===== src/sv/lstw_pkg.sv =====
// Shared types, constants and the sine preset for the line stroke table writer.
package lstw_pkg;

	localparam int TABLE_ENTRIES_DEF = 128;
	localparam int PRESET_MAX = 4096;
	localparam int PAD = 40;
	localparam int MIN_VIEW = 81;
	localparam int NUM_W = 30;
	localparam int BIT_W = $clog2(NUM_W);

	localparam logic [1:0] REG_VIEW_WIDTH = 2'd0;
	localparam logic [1:0] REG_VIEW_HEIGHT = 2'd1;
	localparam logic [1:0] REG_VALUE_FLOOR = 2'd2;
	localparam logic [1:0] REG_VALUE_CEILING = 2'd3;

	localparam longint ROT_COS = 64'sd1068377587;
	localparam longint ROT_SIN = 64'sd107195315;

	typedef enum logic [3:0] {
		ST_INIT,
		ST_IDLE,
		ST_RD,
		ST_RDDATA,
		ST_MULX,
		ST_DIVX,
		ST_CHKX,
		ST_MULY,
		ST_DIVY,
		ST_WRITE,
		ST_STEP,
		ST_DONE
	} state_t;

	typedef logic signed [15:0] preset_t [PRESET_MAX];

	// divide by 2^sh, rounding half away from zero
	function automatic longint round_shift(longint v, int sh);
		longint half;
		half = longint'(1) <<< (sh - 1);
		return (v >= 0) ? ((v + half) >>> sh) : -((half - v) >>> sh);
	endfunction

	// sine by repeated Q30 rotation, 0.5 + 0.5*sin(0.1*i) in Q4.12
	function automatic preset_t sine_preset();
		preset_t t;
		longint c;
		longint s;
		longint nc;
		longint ns;
		c = longint'(1) <<< 30;
		s = 0;
		for (int i = 0; i < PRESET_MAX; i++) begin
			t[i] = 16'(64'sd2048 + round_shift(s, 19));
			nc = round_shift(c * ROT_COS - s * ROT_SIN, 30);
			ns = round_shift(s * ROT_COS + c * ROT_SIN, 30);
			c = nc;
			s = ns;
		end
		return t;
	endfunction

endpackage


===== src/sv/line_stroke_table_writer.sv =====
// Stroke-driven value table: Bresenham walk with a shared multiplier and serial divider.
// Read transaction: from accept through ST_RD and ST_RDDATA to the result register.
// Stroke transaction: each in-range pixel runs two restoring divisions (x, then y)
// through the one shared divider; a skipped pixel runs only the x division.
// One transaction in flight; the next is taken once the result is registered.
// After reset the table is filled with the sine preset, one entry a cycle,
// with the input stalled meanwhile.
module line_stroke_table_writer #(
	parameter int TABLE_ENTRIES = lstw_pkg::TABLE_ENTRIES_DEF
) (
	input  logic               clk,
	input  logic               arst_n,
	input  logic               psel,
	input  logic               penable,
	input  logic               pwrite,
	input  logic [3:0]         paddr,
	input  logic [31:0]        pwdata,
	output logic [31:0]        prdata,
	output logic               pready,
	input  logic               in_valid,
	output logic               in_stall,
	input  logic               command,
	input  logic signed [12:0] start_x,
	input  logic signed [12:0] start_y,
	input  logic signed [12:0] end_x,
	input  logic signed [12:0] end_y,
	input  logic [6:0]         read_index,
	output logic               out_valid,
	input  logic               out_stall,
	output logic signed [15:0] read_value,
	output logic [13:0]        points_written
);

	localparam int IW = $clog2(TABLE_ENTRIES);
	localparam int NW = lstw_pkg::NUM_W;
	localparam int BW = lstw_pkg::BIT_W;
	localparam lstw_pkg::preset_t PRESET = lstw_pkg::sine_preset();

	lstw_pkg::state_t state_q, state_d;

	logic [11:0]        width_q, height_q;
	logic signed [15:0] floor_q, ceil_q;
	logic [11:0]        wd, hd;

	logic signed [12:0] x_q, y_q, x2_q, y2_q;
	logic [13:0]        dx_q, dy_q;
	logic               sx_neg_q, sy_neg_q;
	logic signed [15:0] err_q;
	logic [13:0]        count_q;
	logic [IW-1:0]      idx_q;
	logic [IW-1:0]      init_q;
	logic [6:0]         rd_index_q;
	logic               rd_ok_q;
	logic signed [15:0] rd_data_q;

	logic [NW-1:0]      num_q;
	logic               neg_q;
	logic [11:0]        rem_q;
	logic [11:0]        div_q;
	logic [BW-1:0]      bit_q;

	logic               out_valid_q;
	logic signed [15:0] read_value_q;
	logic [13:0]        points_written_q;
	logic signed [15:0] res_val_q;
	logic [13:0]        res_cnt_q;

	logic signed [15:0] value_table [TABLE_ENTRIES];

	logic               accept, cfg_wr;
	logic signed [13:0] mul_a;
	logic signed [17:0] mul_b;
	logic signed [16:0] range_diff;
	logic signed [31:0] prod, prod_mag;
	logic [12:0]        trial, trial_sub;
	logic               trial_ge;
	logic               idx_ok;
	logic signed [31:0] q_signed, v_raw, v_hi;
	logic signed [15:0] v_clamped;
	logic signed [16:0] e2, err_next;
	logic               step_x, step_y;
	logic               at_end;
	logic signed [13:0] sdx, sdy;

	logic               mem_we;
	logic [IW-1:0]      mem_waddr;
	logic signed [15:0] mem_wdata;
	logic               out_load;

	assign pready = 1'b1;
	assign cfg_wr = psel & penable & pwrite & pready;
	assign accept = in_valid & ~in_stall;

	always_comb begin
		unique case (paddr[3:2])
			lstw_pkg::REG_VIEW_WIDTH:    prdata = {20'd0, width_q};
			lstw_pkg::REG_VIEW_HEIGHT:   prdata = {20'd0, height_q};
			lstw_pkg::REG_VALUE_FLOOR:   prdata = 32'(floor_q);
			lstw_pkg::REG_VALUE_CEILING: prdata = 32'(ceil_q);
			default:                     prdata = 32'd0;
		endcase
	end

	always_ff @(posedge clk or negedge arst_n) begin
		if (!arst_n) begin
			width_q  <= 12'd800;
			height_q <= 12'd600;
			floor_q  <= 16'sd0;
			ceil_q   <= 16'sd4096;
		end else if (cfg_wr) begin
			unique case (paddr[3:2])
				lstw_pkg::REG_VIEW_WIDTH:    width_q <= pwdata[11:0];
				lstw_pkg::REG_VIEW_HEIGHT:   height_q <= pwdata[11:0];
				lstw_pkg::REG_VALUE_FLOOR:   floor_q <= pwdata[15:0];
				lstw_pkg::REG_VALUE_CEILING: ceil_q <= pwdata[15:0];
				default: ;
			endcase
		end
	end

	// divisors, narrow windows treated as the minimum width
	assign wd = (width_q < 12'(lstw_pkg::MIN_VIEW)) ? 12'd1 :
		width_q - 12'(2 * lstw_pkg::PAD);
	assign hd = (height_q < 12'(lstw_pkg::MIN_VIEW)) ? 12'd1 :
		height_q - 12'(2 * lstw_pkg::PAD);

	// shared multiplier
	assign range_diff = 17'(ceil_q) - 17'(floor_q);
	assign mul_a = (state_q == lstw_pkg::ST_MULY) ?
		14'(y_q) - 14'sd40 : 14'(x_q) - 14'sd40;
	assign mul_b = (state_q == lstw_pkg::ST_MULY) ?
		18'(range_diff) : 18'(TABLE_ENTRIES - 1);
	assign prod = 32'(mul_a) * 32'(mul_b);
	assign prod_mag = prod[31] ? -prod : prod;

	// shared restoring divider, one quotient bit a cycle
	assign trial = {rem_q, num_q[NW-1]};
	assign trial_ge = trial >= {1'b0, div_q};
	assign trial_sub = trial - {1'b0, div_q};

	assign idx_ok = (num_q == '0) || (!neg_q && num_q < NW'(TABLE_ENTRIES));

	assign q_signed = neg_q ? -(32'(num_q)) : 32'(num_q);
	assign v_raw = 32'(ceil_q) - q_signed;
	assign v_hi = (v_raw > 32'(ceil_q)) ? 32'(ceil_q) : v_raw;
	assign v_clamped = (v_hi < 32'(floor_q)) ? floor_q : v_hi[15:0];

	// Bresenham step
	assign e2 = {err_q, 1'b0};
	assign step_x = e2 > -$signed({3'b000, dy_q});
	assign step_y = e2 < $signed({3'b000, dx_q});
	assign err_next = 17'(err_q) - (step_x ? $signed({3'b000, dy_q}) : 17'sd0)
		+ (step_y ? $signed({3'b000, dx_q}) : 17'sd0);
	assign at_end = (x_q == x2_q) && (y_q == y2_q);

	assign sdx = 14'(end_x) - 14'(start_x);
	assign sdy = 14'(end_y) - 14'(start_y);

	always_comb begin
		state_d = state_q;
		unique case (state_q)
			lstw_pkg::ST_INIT:
				if (init_q == IW'(TABLE_ENTRIES - 1)) state_d = lstw_pkg::ST_IDLE;
			lstw_pkg::ST_IDLE:
				if (accept) state_d = command ? lstw_pkg::ST_RD : lstw_pkg::ST_MULX;
			lstw_pkg::ST_RD:     state_d = lstw_pkg::ST_RDDATA;
			lstw_pkg::ST_RDDATA: state_d = lstw_pkg::ST_DONE;
			lstw_pkg::ST_MULX:   state_d = lstw_pkg::ST_DIVX;
			lstw_pkg::ST_DIVX:
				if (bit_q == '0) state_d = lstw_pkg::ST_CHKX;
			lstw_pkg::ST_CHKX:
				state_d = idx_ok ? lstw_pkg::ST_MULY : lstw_pkg::ST_STEP;
			lstw_pkg::ST_MULY:   state_d = lstw_pkg::ST_DIVY;
			lstw_pkg::ST_DIVY:
				if (bit_q == '0) state_d = lstw_pkg::ST_WRITE;
			lstw_pkg::ST_WRITE:  state_d = lstw_pkg::ST_STEP;
			lstw_pkg::ST_STEP:
				state_d = at_end ? lstw_pkg::ST_DONE : lstw_pkg::ST_MULX;
			lstw_pkg::ST_DONE:
				if (!out_valid_q || !out_stall) state_d = lstw_pkg::ST_IDLE;
			default: state_d = lstw_pkg::ST_IDLE;
		endcase
	end

	always_comb begin
		in_stall  = (state_q != lstw_pkg::ST_IDLE);
		mem_we    = 1'b0;
		mem_waddr = idx_q;
		mem_wdata = v_clamped;
		out_load  = 1'b0;
		unique case (state_q)
			lstw_pkg::ST_INIT: begin
				mem_we    = 1'b1;
				mem_waddr = init_q;
				mem_wdata = PRESET[init_q];
			end
			lstw_pkg::ST_WRITE: mem_we = 1'b1;
			lstw_pkg::ST_DONE:  out_load = !out_valid_q || !out_stall;
			default: ;
		endcase
	end

	always_ff @(posedge clk or negedge arst_n) begin
		if (!arst_n) begin
			state_q     <= lstw_pkg::ST_INIT;
			init_q      <= '0;
			out_valid_q <= 1'b0;
		end else begin
			state_q <= state_d;
			if (state_q == lstw_pkg::ST_INIT) init_q <= init_q + 1'b1;
			if (out_load) out_valid_q <= 1'b1;
			else if (!out_stall) out_valid_q <= 1'b0;
		end
	end

	always_ff @(posedge clk) begin
		if (mem_we) value_table[mem_waddr] <= mem_wdata;
		if (state_q == lstw_pkg::ST_RD) rd_data_q <= value_table[IW'(rd_index_q)];
	end

	always_ff @(posedge clk) begin
		if (out_load) begin
			read_value_q     <= res_val_q;
			points_written_q <= res_cnt_q;
		end
		case (state_q)
			lstw_pkg::ST_IDLE:
				if (accept) begin
					rd_index_q <= read_index;
					rd_ok_q    <= 32'(read_index) < TABLE_ENTRIES;
					x_q        <= start_x;
					y_q        <= start_y;
					x2_q       <= end_x;
					y2_q       <= end_y;
					dx_q       <= sdx[13] ? 14'(-sdx) : 14'(sdx);
					dy_q       <= sdy[13] ? 14'(-sdy) : 14'(sdy);
					sx_neg_q   <= !(start_x < end_x);
					sy_neg_q   <= !(start_y < end_y);
					err_q      <= 16'(sdx[13] ? -sdx : sdx) - 16'(sdy[13] ? -sdy : sdy);
					count_q    <= '0;
				end
			lstw_pkg::ST_RDDATA: begin
				res_val_q <= rd_ok_q ? rd_data_q : 16'sd0;
				res_cnt_q <= '0;
			end
			lstw_pkg::ST_MULX, lstw_pkg::ST_MULY: begin
				num_q <= prod_mag[NW-1:0];
				neg_q <= prod[31];
				rem_q <= '0;
				bit_q <= BW'(NW - 1);
				div_q <= (state_q == lstw_pkg::ST_MULY) ? hd : wd;
			end
			lstw_pkg::ST_DIVX, lstw_pkg::ST_DIVY: begin
				rem_q <= trial_ge ? trial_sub[11:0] : trial[11:0];
				num_q <= {num_q[NW-2:0], trial_ge};
				bit_q <= bit_q - 1'b1;
			end
			lstw_pkg::ST_CHKX: idx_q <= num_q[IW-1:0];
			lstw_pkg::ST_WRITE: count_q <= count_q + 1'b1;
			lstw_pkg::ST_STEP:
				if (at_end) begin
					res_val_q <= 16'sd0;
					res_cnt_q <= count_q;
				end else begin
					err_q <= err_next[15:0];
					if (step_x) x_q <= sx_neg_q ? x_q - 13'sd1 : x_q + 13'sd1;
					if (step_y) y_q <= sy_neg_q ? y_q - 13'sd1 : y_q + 13'sd1;
				end
			default: ;
		endcase
	end

	assign out_valid      = out_valid_q;
	assign read_value     = read_value_q;
	assign points_written = points_written_q;

endmodule

===== config.mk =====
export PLATFORM = sky130hd
export DESIGN_NAME = line_stroke_table_writer
export DESIGN_NICKNAME = d
export VERILOG_FILES = /design/src/sv/lstw_pkg.sv /design/src/sv/line_stroke_table_writer.sv
export SDC_FILE = /design/constraint.sdc
export NUM_CORES = 2
export LEC_CHECK = 0
export BUFFER_PORTS_ARGS = -buffer_cell sky130_fd_sc_hd__clkbuf_2
export CELL_PAD_IN_SITES_DETAIL_PLACEMENT = 1
export CELL_PAD_IN_SITES_GLOBAL_PLACEMENT = 2
export CORE_ASPECT_RATIO = 2
export CORE_MARGIN = 3
export CORE_UTILIZATION = 52
export CTS_CLUSTER_DIAMETER = 200
export DETAILED_ROUTE_END_ITERATION = 8
export GPL_TIMING_DRIVEN = 0
export PLACE_DENSITY_LB_ADDON = 0.2
export SLEW_MARGIN = 20
export SYNTH_ARGS = -nofsm -noshare
export SYNTH_HDL_FRONTEND = slang
export SYNTH_SLANG_ARGS = --single-unit

===== constraint.sdc =====
create_clock -name clk -period 23.5 [get_ports clk]
set_clock_uncertainty 0.05 [all_clocks]
set_input_delay 3.525 -clock clk [delete_from_list [all_inputs] [get_ports clk]]
set_output_delay 3.525 -clock clk [all_outputs]
set_load 0.005 [all_outputs]

After elaboration in Yosys (flattened, before gate mapping):

Memories as Yosys holds them, arrays and structs flattened. A register that Yosys moved wholly into a read port is not among the register bits.
Index checks and enable logic that the tools add are counted.

* output and inout port bits: 65
* memories kept: 2
* logic and storage cells: 192
* memory bits (writable): 2048
* input port bits: 103
* bits in read-only memories: 4096
* register bits after elaboration: 314

* magnitude comparators: 11
* bitwise logic cells: 5
* $add $sub $neg: 26
* $mul: 1
* eq/ne operators: 28
* reductions and logical operators: 31
* mux-type cells: 58

Memories
* (no name shown): depth 256, bits a word 16, rd ports 1, clocked after Yosys merged registers in 0, write ports 0, RTL line line_stroke_table_writer.sv:195 `mem_wdata = PRESET[init_q];`
* value_table: depth 128, bits a word 16, rd ports 1, clocked after Yosys merged registers in 1, write ports 1, RTL line line_stroke_table_writer.sv:68 `logic signed [15:0] value_table [TABLE_ENTRIES];`

Operator list (count)
* two-way mux 16 bit: 9
* two-way mux 13 bit: 10
* case mux 32 bit (4 select lines): 1
* two-way mux 14 bit: 5
* two-way mux 32 bit: 2
* case mux 16 bit (2 select lines): 2
* case mux 30 bit (2 select lines): 1
* case mux 14 bit (2 select lines): 2
* case mux 13 bit (2 select lines): 2
* two-way mux 12 bit: 4
* case mux 4 bit (12 select lines): 1
* > comparator 32 x 16 -> 1 bit: 1
* less-than comparator 32 x 16 -> 1 bit: 1
* multiplier 14 x 18 -> 32 bit: 1
* negation 14 -> 16 bit: 2
* negation 30 -> 32 bit: 1
* subtractor 16 x 32 -> 32 bit: 1
* zero test 30 bit: 1
* less-than comparator 30 x 8 -> 1 bit (second input constant): 1
* two-way mux 30 bit: 1
* negation 30 bit: 1
* two-way mux 4 bit: 7
* negation 14 bit: 2
* subtractor 13 x 13 -> 14 bit: 2
* 51 further kinds: 99

Logic depth before layout (Yosys ltp):

* depth after elaboration: 8
* depth in mapped cells: 41
* gate-level depth less buffers: 38

Worst setup path after synthesis:

OpenSTA, ideal clock, no wires.

* kind: flip-flop to flip-flop
* from: reg num_q[7]
* to: mem value_table[0][9] (data pin)
* path slack: 8.492 ns
* setup time: 1.321 ns
* period minus slack after synthesis: 15.008 ns
* arrival: 13.637 ns
* data required time: 22.129 ns
* cell stages (with the launch flop): 38
* path buffers: 3
* cell sequence: edfxtp_1 or4_1 or2_2 or3_1 o41ai_1 xor2_1 ha_1 a21o_1 a21o_1 a21oi_1 o21ai_0 a221oi_1 nand2_1 o221ai_1 o311ai_0 xnor2_1 ha_1 nand4_1 [... 2 more ...] o211ai_1 o31a_1 or2_2 clkbuf_1 clkbuf_1 and4b_1 or3_1 ha_1 nand2b_1 a2111oi_0 o21ai_0 a21oi_1 a21boi_0 nand2_1 o21ai_1 clkbuf_1 nor3_1 a311oi_1

* cells in the longest elaborated chain, start to end: 8

Ends and longest elaborated chain
* start, declared: RTL line line_stroke_table_writer.sv:56 `logic [NW-1:0] num_q;`
* start signal, assigned: RTL line line_stroke_table_writer.sv:247 `num_q <= prod_mag[NW-1:0];`
* start signal, assigned: RTL line line_stroke_table_writer.sv:255 `num_q <= {num_q[NW-2:0], trial_ge};`
* negation 30 -> 32 bit: RTL line line_stroke_table_writer.sv:143 `assign q_signed = neg_q ? -(32'(num_q)) : 32'(num_q);`
* two-way mux 32 bit (*): RTL line line_stroke_table_writer.sv:143
* subtractor 16 x 32 -> 32 bit (*): RTL line line_stroke_table_writer.sv:144 `assign v_raw = 32'(ceil_q) - q_signed;`
* > comparator 32 x 16 -> 1 bit: RTL line line_stroke_table_writer.sv:145 `assign v_hi = (v_raw > 32'(ceil_q)) ? 32'(ceil_q) : v_raw;`
* two-way mux 32 bit (*): RTL line line_stroke_table_writer.sv:145
* less-than comparator 32 x 16 -> 1 bit: RTL line line_stroke_table_writer.sv:146 `assign v_clamped = (v_hi < 32'(floor_q)) ? floor_q : v_hi[15:0];`
* two-way mux 16 bit (*): RTL line line_stroke_table_writer.sv:146
* two-way mux 16 bit (*): RTL line line_stroke_table_writer.sv:191 `unique case (state_q)`
* named net mem_wdata[9]: RTL line line_stroke_table_writer.sv:87 `logic signed [15:0] mem_wdata;`
* end, declared: RTL line line_stroke_table_writer.sv:68

The timed path passes the listed nets; every way through them passes the cells marked *.

Worst setup path in the final report:

* from: reg state_q[3]
* to: reg num_q[29] (data pin)

* cells in the longest elaborated chain, start to end: 6
* elaborated cells between the ends (all ways): 12
* those cells by class: 1 x add/sub; 1 x mul; 4 x eq/ne; 4 x mux; 2 x reduce/logical

Ends and longest elaborated chain
* start, declared: RTL line line_stroke_table_writer.sv:39 `lstw_pkg::state_t state_q, state_d;`
* start signal, assigned: RTL line line_stroke_table_writer.sv:205 `state_q <= lstw_pkg::ST_INIT;`
* start signal, assigned: RTL line line_stroke_table_writer.sv:209 `state_q <= state_d;`
* == test 4 x 3 -> 1 bit: RTL line line_stroke_table_writer.sv:129, line_stroke_table_writer.sv:131, line_stroke_table_writer.sv:226
* two-way mux 14 bit / two-way mux 18 bit (equally long branches): RTL line line_stroke_table_writer.sv:129, line_stroke_table_writer.sv:131
* multiplier 14 x 18 -> 32 bit: RTL line line_stroke_table_writer.sv:133 `assign prod = 32'(mul_a) * 32'(mul_b);`
* negation 30 bit: RTL line line_stroke_table_writer.sv:134 `assign prod_mag = prod[31] ? -prod : prod;`
* two-way mux 30 bit: RTL line line_stroke_table_writer.sv:134
* case mux 30 bit (2 select lines) (*): RTL line line_stroke_table_writer.sv:226 `case (state_q)`

Every way passes the cells marked *; elsewhere a longest branch is shown, timed or not.
A chain may end at the register's enable or synchronous reset.

==> key figures <==
Status
  • Outcome: completed

Routing
  • DR WL/cell: 36.33 um
  • Post-Route WL: 397500 um
  • Initial DRC Count: 6658
  • Vias: about 70000
  • 1st-pass router iterations: 6
  • ANT nets after route: 0
  • Post-route DRC: 0
  • Vias/cell: 6.438

Synthesis
  • Synth Area per Inst: 15.95 sq um
  • Yosys reg bits: 2378
  • Cell taking the most area after synthesis: edfxtp_1
  • Top post-synthesis cells by count: edfxtp_1, mux4_2, inv_1
  • Netlist Area Pre-Place: 115300 sq um
  • Synth area leaders: edfxtp_1, mux4_2, fa_1, ha_1, inv_1
  • Number of flops mapped to enable cells by yosys: 2310
  • Top FF cell, synth: edfxtp_1
  • Most frequent cell after synthesis: edfxtp_1
  • Yosys warns: 0
  • Top cell type's share of synthesized area: 0.6017
  • Synth async-reset ratio: 0.02860
  • Synth Instances: 7227
  • Seq/Total Area, Yosys: 0.6165
  • Distinct cells, synth: 96

STA
  • RSZ-0062 raised after global routing: false
  • Setup violators final: 0
  • Hold slack final: 369.3 ps
  • Fmax: 71.85 MHz
  • Headroom to the max-slew limit: 0.1646
  • Minimum clock period: 13920 ps
  • Setup TNS Final: 0 ps
  • Max-slew violations: 0
  • Number of hold violations in the final report: 0
  • Period utilization: 0.5923
  • Tightest Pin Transition: 1244 ps
  • Final worst slack: 9582 ps

Floorplan
  • IO Pins: 168
  • Die area: around 230000 sq um
  • Initial Utilization: 0.5245
  • Die Y: 671.9 um
  • Die X: 339.0 um
  • Cell Rows: 243
  • CORE AREA: 219800 sq um

Clocking
  • Clock Root Buffer: clkbuf_16
  • CTS Buffer Depth: 4
  • Skew-Pair Late Insertion Delay: 900 ps
  • Clock transition at the registers of the reported paths: 70 ps
  • Gates resized, CTS repair: 0
  • CTS sink cnt: about 2400
  • CTS Hold Bufs: 0
  • CTS tree: yes
  • Post-CTS setup buffers: 0
  • CTS buffer count: 207
  • H-tree depth: 4

GRT
  • Initial antenna violation count: 25
  • Vias in the first global route: 76619
  • Remaining Overflow, GRT: 0
  • Largest net degree at the start of global routing: 69
  • Overall routing resource usage: 0.3512
  • First-pass GRT wire length: 564800 um

Worst setup path
  • Setup crit end kind: register
  • CP dominant cell by count: fa_1
  • CP peak stage delay: 800 ps
  • CP Class: reg -> reg
  • Worst path required time: 23960 ps
  • Critical-path maximum fanout: 10
  • R2R depth: 37
  • CP max stage cell: nor3b_1
  • CP startpoint kind: register
  • Crit path DAT: 14380 ps

Place
  • Post-DP HPWL: 298200 um
  • PortBufs: about 150
  • Pre-CTS WS: roughly 9600 ps
  • GP Congestion: approximately 0.97

Pwr
  • Peak VDD IR: around 0.16 mV
  • Cell Pwr Density: 137.1 nW/um^2
  • Overall Power: 17.92 mW
  • P_leak: 45.37 nW

Job
  • MaxCap Viol Count: 0

Min path
  • Hold path depth: 0
  • HP Class: reg -> reg

Layout
  • Share of cells above drive strength 1: 0.2180
  • Synth-to-layout area growth: 13.38%
  • Final Util: 0.5947
  • Nets: 8520
-- final timing paths --
check / slack, ps / startpoint / to
min in group asynchronous: 2600 / arst_n / init_q[5]
hold / removal: 370 / res_val_q[9] / read_value[9]
hold reg to reg: 370 / res_val_q[9] / read_value[9]
setup / recovery: 9580 / state_q[3] / num_q[29]
setup reg to reg: 9580 / state_q[3] / num_q[29]
max in group asynchronous: 20330 / arst_n / height_q[4]
-- kinds of logic after synthesis --
family,synth area share
adders and majority gates,0.08235
buffers and inverters,0.02785
other,0.00006514
xor gates and xnor gates,0.02004
muxes,0.1430
and+or+nand+nor,0.06073
DFF,0.6165
AOI/OAI and AO/OA,0.04943
-- metal layers --
metal	routed length [um]	GRT usage
met1	120400	0.3518
met4	43100	0.3156
met2	210500	0.6275
met3	23390	0.05269
met5	12	0
-- critical path, delay by kind of cell (launching register included) --
family | cells | cell delay (ps)
adder cells (fa/ha/maj) | 8 | 4000
AND/OR/NAND/NOR | 11 | 3740
buffers and inverters | 10 | 2780
AO/OA/AOI/OAI | 8 | 2540
flip-flops | 1 | 390
-- sequential cells by signal, indices dropped and copies added, names as in the netlist, 13 cells and up --
name / flops
ceil_q: 16
count_q: 14
dx_q: 14
dy_q: 14
err_q: 16
floor_q: 16
num_q: 30
points_written: 14
rd_data_q: 16
read_value: 16
res_cnt_q: 14
res_val_q: 16
value_table: 2048
x2_q: 13
x_q: 13
y2_q: 13
y_q: 13
-- cell usage in the layout (no fill, tap or decap), types with 122 or more instances in the layout --
master,instances
edfxtp_1,2310
mux4_2,689
inv_1,485
nand2_1,442
ha_1,346
nor2_1,339
fa_1,258
clkbuf_1,230
o21ai_0,219
clkbuf_16,209
a21oi_1,200
clkbuf_2,191
xnor2_1,142
nor2_2,122
-- where the power goes --
part	total, mW	switching (mW)	internal [mW]
registers	7.68	0.0628	7.62
clock network	3.42	1.59	1.83
logic	6.82	4.71	2.12
-- stage by stage --
stage / instances / cell area (sq um)
finish: 10940 / 130700
floorplan: 7228 / 115300
global route: 10925 / 130700
CTS: 10913 / 130600
detailed placement: 10543 / 124100
global placement: 10314 / 119700
-- final cells by class --
type                    instances  area, sq um
clock inverters               131         1205
repair buffers                376         4334
plain buffers                 331         1450
multi-input cells            4031        41730
well taps                    2940         3679
clock buffers                 239         5343
diodes                         26        65.06
flip-flops and latches       2378        71080
fillers                     20002        89100
inverters                     488         1834
Power figures use the tool's default switching activity.
